`src/sv/tgi_pkg.sv`:
```
// ----------------------------------------------------------------------------
// tgi_pkg
// Shared constants, types and helpers of the tricubic grid interpolator.
// ----------------------------------------------------------------------------
package tgi_pkg;

  localparam int GRID_DIM        = 32;
  localparam int SAMPLE_BITS     = 16;
  localparam int COORD_FRAC_BITS = 8;
  localparam int COORD_BITS      = 16;

  localparam int IDX_W      = $clog2(GRID_DIM);
  localparam int SIZE_W     = 6;
  localparam int BANKS      = 4;
  localparam int BANK_W     = $clog2(BANKS);
  localparam int BANK_DEPTH = (GRID_DIM * GRID_DIM * GRID_DIM) / BANKS;
  localparam int BANK_AW    = $clog2(BANK_DEPTH);

  // Integer part of a coordinate and the neighborhood index range around it.
  localparam int BASE_W = COORD_BITS - COORD_FRAC_BITS;
  localparam int NIDX_W = BASE_W + 2;

  // Weight arithmetic: numerators at 3*F fraction bits (plus the halving),
  // rounded to nearest at 16 fraction bits.
  localparam int W_FRAC  = 16;
  localparam int W_BITS  = 18;
  localparam int N_W     = 3 * COORD_FRAC_BITS + 5;
  localparam int W_SHIFT = 3 * COORD_FRAC_BITS + 1 - W_FRAC;

  localparam int WJK_BITS  = 2 * W_BITS;
  localparam int P_BITS    = WJK_BITS + W_BITS;
  localparam int PROD_BITS = P_BITS + SAMPLE_BITS;
  localparam int ACC_BITS  = PROD_BITS + 3;
  localparam int SUM_FRAC  = 3 * W_FRAC;
  localparam int RES_W     = ACC_BITS - SUM_FRAC;

  localparam int CNT_W = 4;

  // Register map (word index within the configuration space).
  localparam logic [1:0] REG_SIZE_X = 2'd0;
  localparam logic [1:0] REG_SIZE_Y = 2'd1;
  localparam logic [1:0] REG_SIZE_Z = 2'd2;

  localparam logic OP_WRITE = 1'b0;
  localparam logic OP_QUERY = 1'b1;

  typedef logic [COORD_FRAC_BITS-1:0] frac_t;
  typedef logic signed [W_BITS-1:0]   wgt_t;
  typedef wgt_t [3:0]                 axis_w_t;
  typedef logic [IDX_W-1:0]           idx_t;
  typedef idx_t [3:0]                 axis_idx_t;
  typedef logic [SAMPLE_BITS-1:0]     sample_t;
  typedef logic signed [ACC_BITS-1:0] acc_t;

  typedef enum logic [2:0] {
    ST_IDLE,
    ST_WGT,
    ST_RUN,
    ST_DRAIN,
    ST_FIN
  } state_t;

  typedef struct packed {
    logic issue;
    logic clear;
  } mac_ctl_t;

  // Last usable index along an axis; zero acts as one, oversize as full grid.
  function automatic idx_t size_lim(logic [SIZE_W-1:0] s);
    idx_t r;
    if (s == '0) begin
      r = '0;
    end else if (s > SIZE_W'(GRID_DIM)) begin
      r = idx_t'(GRID_DIM - 1);
    end else begin
      r = idx_t'(s - 1'b1);
    end
    return r;
  endfunction

  function automatic idx_t edge_clamp(logic signed [NIDX_W-1:0] v, idx_t lim);
    idx_t r;
    if (v < 0) begin
      r = '0;
    end else if (v > $signed({1'b0, lim})) begin
      r = lim;
    end else begin
      r = idx_t'(v);
    end
    return r;
  endfunction

endpackage

```
`src/sv/tgi_weights.sv`:
```
// ----------------------------------------------------------------------------
// tgi_weights
// Three-stage pipeline that turns the three coordinate fractions into
// Catmull-Rom weights with 16 fraction bits.
// ----------------------------------------------------------------------------
module tgi_weights (
  input  logic                        clk,
  input  tgi_pkg::frac_t   [2:0]      frac,
  output tgi_pkg::axis_w_t [2:0]      wts
);

  localparam int F  = tgi_pkg::COORD_FRAC_BITS;
  localparam int NW = tgi_pkg::N_W;

  logic [F-1:0]   f1 [3];
  logic [2*F-1:0] sq1 [3];
  logic [2*F-1:0] sq2 [3];
  logic [3*F-1:0] cu2 [3];
  logic [F-1:0]   f2 [3];
  tgi_pkg::axis_w_t [2:0] w_next;

  // Square, then cube.
  always_ff @(posedge clk) begin
    for (int a = 0; a < 3; a++) begin
      f1[a]  <= frac[a];
      sq1[a] <= frac[a] * frac[a];
      f2[a]  <= f1[a];
      sq2[a] <= sq1[a];
      cu2[a] <= sq1[a] * f1[a];
    end
  end

  always_comb begin
    logic signed [NW-1:0] fs, sq, cu;
    logic signed [NW-1:0] n [4];
    for (int a = 0; a < 3; a++) begin
      fs = $signed(NW'(f2[a]));
      sq = $signed(NW'(sq2[a]));
      cu = $signed(NW'(cu2[a]));
      n[0] = -cu + (sq <<< (F + 1)) - (fs <<< (2 * F));
      n[1] = NW'(3) * cu - NW'(5) * (sq <<< F) + (NW'(1) <<< (3 * F + 1));
      n[2] = -(NW'(3) * cu) + NW'(4) * (sq <<< F) + (fs <<< (2 * F));
      n[3] = cu - (sq <<< F);
      for (int i = 0; i < 4; i++) begin
        // Round to nearest, halves up.
        w_next[a][i] = tgi_pkg::wgt_t'(
          (n[i] + (NW'(1) <<< (tgi_pkg::W_SHIFT - 1))) >>> tgi_pkg::W_SHIFT);
      end
    end
  end

  always_ff @(posedge clk) begin
    wts <= w_next;
  end

endmodule

```
`config.mk`:
```
export PLATFORM = sky130hd
export DESIGN_NAME = tgi_weights
export DESIGN_NICKNAME = d
export VERILOG_FILES = /design/src/sv/tgi_pkg.sv /design/src/sv/tgi_weights.sv
export SDC_FILE = /design/constraint.sdc
export NUM_CORES = 2
export LEC_CHECK = 0
export BUFFER_PORTS_ARGS = -buffer_cell sky130_fd_sc_hd__buf_2
export CAP_MARGIN = 10
export CORE_MARGIN = 4
export CORE_UTILIZATION = 42
export CTS_CLUSTER_DIAMETER = 50
export DETAILED_ROUTE_END_ITERATION = 7
export REMOVE_ABC_BUFFERS = 1
export SYNTH_ARGS = -nofsm -noshare
export SYNTH_HDL_FRONTEND = slang
export SYNTH_SLANG_ARGS = --single-unit
```
`constraint.sdc`:
```
create_clock -name clk -period 14.4 [get_ports clk]
set_input_delay 0 -clock clk [delete_from_list [all_inputs] [get_ports clk]]
set_output_delay 0 -clock clk [all_outputs]
set_load 0.005 [all_outputs]
```
# --- After elaboration in Yosys (flattened, before gate mapping) ---
# Memories as Yosys holds them, arrays and structs flattened.
# Index checks and enable logic that the tools add are counted.
totals:
  register_bits: 216
  mem_bits_rw: 216
  input_bits: 25
  out_inout_bits: 216
  wordCells: 68
  memories: 5
mem_list:
  columns: ["memory", "words", "word_bits", "read_ports", "rd_clocked_by_memory_dff", "write_ports", "line_no", "text"]
  rows:
  - ["cu2", 3, 24, 3, 0, 3, "tgi_weights.sv:18", "logic [3*F-1:0] cu2 [3];"]
  - ["sq1", 3, 16, 3, 0, 3, "tgi_weights.sv:16", "logic [2*F-1:0] sq1 [3];"]
  - ["sq2", 3, 16, 3, 0, 3, "tgi_weights.sv:17", "logic [2*F-1:0] sq2 [3];"]
  - ["f1", 3, 8, 3, 0, 3, "tgi_weights.sv:15", "logic [F-1:0] f1 [3];"]
  - ["f2", 3, 8, 3, 0, 3, "tgi_weights.sv:19", "logic [F-1:0] f2 [3];"]
classes:
  add_sub_neg: 39
  multipliers: 12
op_table:
  columns: ["cell", "count"]
  rows:
  - ["$add 27x10->27 const B", 11]
  - ["$add 27x25->27", 3]
  - ["$add 27x26->27", 3]
  - ["$add 27x27->27", 3]
  - ["$add 27x27->27 const B", 3]
  - ["$neg 24->27", 3]
  - ["$sub 27x25->27", 3]
  - ["$mul 2x24->26 const A", 3]
  - ["$sub 24x24->25", 3]
  - ["$mul 16x8->24", 3]
  - ["$mul 3x16->19 const A", 3]
  - ["$neg 26->27", 2]
  - ["$sub 26x27->27", 2]
  - ["$mul 8x8->16", 3]
  - ["$neg 27->27", 1]
  - ["$sub 27x27->27", 1]
  - ["$add 25x10->26 const B", 1]

# --- Depth between registers and ports, before layout ---
# An unclocked memory read counts as a cell.
depth:
  ltp_word: 6
  mapped_depth: 24
  mapped_depth_nobuf: 23

# --- Worst setup path before layout ---
# Ideal clock, no wire load.
synth_path:
  path_kind: "register -> register"
  startpoint: "mem f1[0][3] (netlist name)"
  endpoint: "mem cu2[0][22] (netlist name)"
  arrival_time_ns: 4.826
  required_ns: 14.328
  path_slack_ns: 9.502
  stages_incl_launch_ff: 18
  n_path_buf: 1
  cell_sequence: "dfxtp_1 > clkbuf_1 > and2_1 > fa_1 > fa_1 > fa_1 > inv_1 > fa_1 > inv_1 > ha_1 > a21o_1 > a31o_1 > a211oi_4 > a2111oi_1 > or4_1 > a31o_1 > a21oi_2 > xnor2_1"
synth_rtl:
  columns: ["item", "line_no"]
  rows:
  - ["from (decl)", "tgi_weights.sv:15"]
  - ["to (decl)", "tgi_weights.sv:18"]

==> results.toml <==
[synth]
synth_top_area_share_pct = 20.7
yosys_register_bits = 416
ys_warn_count = 0
seq_area_frac_synth_pct = 18.8
syn_inst = 4928
synthFlopType = "dfxtp_1"
synthArstFlopShare_pct = 0
syn_area_per_cell_sq_um = 9.01
synth_edf_count = 0
yosysTopAreaCell = "ha_1"
synth.area.top_cells = "ha_1 21%, dfxtp_1 19%, fa_1 16%"
netlist_area_sq_mm = 0.0444
yosysUniqueCellTypes = 98

[floorplanning]
core_region_area_sq_mm = 0.104
die_x_um = 333
dieArea_sq_mm = 0.111
initial_utilization_pct = 42.6
io_pins = 241
die_height_um = 333
rows = 118

[clock_network]
cts.path.max_buffers = 3
cts-buffers-inserted = 61
clk_latency_ps = 670
htree_levels = 2
clk_pin_slew_worst_paths_ps = 60
root_buffer = "clkbuf_16"
clock_sinks = 416
cts_tree = "yes"

[critical_path]
r2r_slack_ps = 8980
worstReg2RegStart = "cu2[0][48]$_DFF_P_"
rr_worst_depth = 22
cp-end-kind = "flop"
startpoint = "cu2[0][48]$_DFF_P_"
path_delay_family = "compound AO/OA/AOI/OAI gates"
reg2reg_to = "wts[197]$_DFF_P_"
cp_max_fo = 6
cp_slowest_cell = "dfxtp_1"
worst-path-buf-inv = 2
critPathMaxStageDelay_ps = 450
crit_path_frequent_cell = "a21oi_1"
arrival_ps = 6010
worstSetupPathType = "reg -> reg"
crit_chain = "ha_1, inv_1, fa_1, nand2b_1, a21oi_1, o21a_1, o211a_1, a2111oi_4, a21oi_1, a31oi_2, o311ai_1, a21o_1, xnor2_1, fa_1, ha_1, and4_1, a22oi_1, inv_1, a211o_1, a31o_2, a21oi_1, xor2_1"
crit_path_start_kind = "flop"
cp.required_ps = 14990

[sta]
tightest_slew_ps = 833
tns_ps = 0
min_period_ps = 5420
rsz0062_at_grt = "false"
hold_viol = 0
drv_slew = 0
min_period_over_period_pct = 37.6
setup_viol = 0
fmax_mhz = 185
slew_headroom_pct = 44.4
skew_ps = 55.6

[detailed_routing]
wl_met2_um = 48600
via_per_inst = 5.10
wl_per_cell_um = 15.6
vias = 33837
firstDrtPassIters = 5
drc = 0
wl_um = 104000
wl_met3_um = 4110
drt-initial-drc-count = 1545
ant_nets = 0
highest_layer = "met5"
m1WireLength_um = 48600

[global_route]
grt.total_usage_pct = 18.6
grt_remaining_overflow = 0
antenna_found_initial = 3
grt_first_pass_wirelength_um = 172000
grt_pass1_vias = 33835
grt_max_degree = 23

[finish]
drive_gt1_share_pct = 8.17
final_nets = 6324
area_growth_pct = 11.5

[worst_hold_path]
worstHoldPathType = "in -> reg"
min_to = "f1[0][12]$_DFF_P_"
min_path_cells = 2
hp-start = "frac[12]"

[placement]
place_congestion = 0.896
io_buffers = 240
hpwl_um = 85900

[job]
cap_violations = 0

[status]
outcome = "finished clean"
## routing by layer
metal,up-vias,global-route usage (%)
li1,17065,-
met1,16063,25.0
met2,575,31.7
met3,132,2.08
met4,2,5.12
met5,-,0
## how the worst max path moves through the flow
stage	end	slack [ps]	cells past startpoint
floorplan	wts[197]$_DFF_P_	9550	22
global placement	wts[197]$_DFF_P_	9130	22
detailed placement	wts[197]$_DFF_P_	9040	22
CTS	wts[197]$_DFF_P_	8980	22
global route	wts[197]$_DFF_P_	8700	22
finish	wts[197]$_DFF_P_	8980	22
## repair_timing
action | in CTS | in global routing
hold buffers | 24 | 0
buffers inserted | 0 | 0
endpoints found under the hold margin | 36 | 0
resized for setup | 0 | 0
## sequential cells by signal, indices dropped and copies added, names as in the netlist
register and flops:
sq2 42, wts 215, sq1 42, f1 24
cu2 72, f2 21
## cells in the mapped netlist, types with 10 or more instances
master    instances
ha_1            734
inv_1           724
dfxtp_1         416
fa_1            362
nand2_1         302
and2_1          293
xnor2_1         293
a21oi_1         289
nor2_1          211
a21o_1          153
o21ai_0         145
xor2_1          141
nand3_1          72
nor2b_1          68
clkbuf_1         60
o21bai_1         57
nand2b_1         56
nor3_1           55
a31oi_1          53
o21a_1           51
and3_1           49
a211oi_1         34
or2_2            19
a211o_1          17
o21ai_1          16
nand4_1          15
o31ai_1          13
a31o_2           12
and4_1           11
nor3b_1          11
o211ai_1         11
or3_1            10
## cell usage in the layout, fill, tap and decap left out, types with 8 or more instances in the layout
master,n
nand2_1,302
or2_2,19
ha_1,734
and3_1,49
fa_1,362
buf_2,240
o31ai_1,13
o21bai_1,57
nor2_1,211
o21a_1,51
and4_1,11
nor3_1,55
clkbuf_16,61
a21o_1,153
xor2_1,141
o21ai_0,145
dlygate4sd3_1,24
a211o_1,17
a21oi_1,289
and2_1,293
a21boi_0,8
nand2b_1,56
nor2b_1,68
a211oi_1,34
o31a_1,9
a31oi_1,53
a31o_2,12
nor3b_1,11
inv_6,9
xnor2_1,293
or3_1,10
a41oi_1,9
nand4_1,15
conb_1,12
nand3_1,72
o211ai_1,11
inv_1,724
o21ai_1,16
inv_8,11
dfxtp_1,416
## through the flow
step,hold WS (ps),instance area (sq um),worst slack [ps],utilization (%),cells
after CTS,48.0,49500,8980,47.5,6633
after global placement,234,47100,9130,45.2,6496
after detailed placement,235,47100,9040,45.2,6496
final,102,49500,8980,47.5,6635
after global routing,86.1,49500,8700,47.5,6633
after floorplan,27.7,44200,9550,-,4876
## worst reg2reg max path: stages (launching register included)
cell       delay (ps)
dfxtp_1           450
ha_1              220
inv_1              60
fa_1              380
nand2b_1          160
a21oi_1           250
o21a_1            200
o211a_1           190
a2111oi_4          70
a21oi_1           290
a31oi_2           200
o311ai_1          370
a21o_1            220
xnor2_1           140
fa_1              450
ha_1              340
and4_1            250
a22oi_1           200
inv_1             100
a211o_1           250
a31o_2            240
a21oi_1           170
xor2_1            160
## kinds of logic after synthesis
kind of cell,synth area share [%]
xor gates and xnor gates,8.60
DFF,18.8
and+or+nand+nor,13.9
other,0.00845
AOI/OAI and AO/OA,14.9
adders and majority gates,37.0
buffers and inverters,6.67
muxes,0.166
## final cells by class
| type | instances | area (sq um) |
|---|---|---|
| Antenna cell | 2 | 5.00 |
| Timing Repair Buffer | 264 | 1440 |
| Fill cell | 10181 | 54700 |
| Multi-Input combinational cell | 3736 | 33100 |
| Tap cell | 1380 | 1730 |
| Inverter | 724 | 2720 |
| Clock inverter | 48 | 592 |
| Sequential cell | 416 | 8330 |
| Clock buffer | 65 | 1550 |
Power is left out: the tool's default activity adds up to more than one toggle a clock period on the data nets, which glitch-free logic cannot reach.
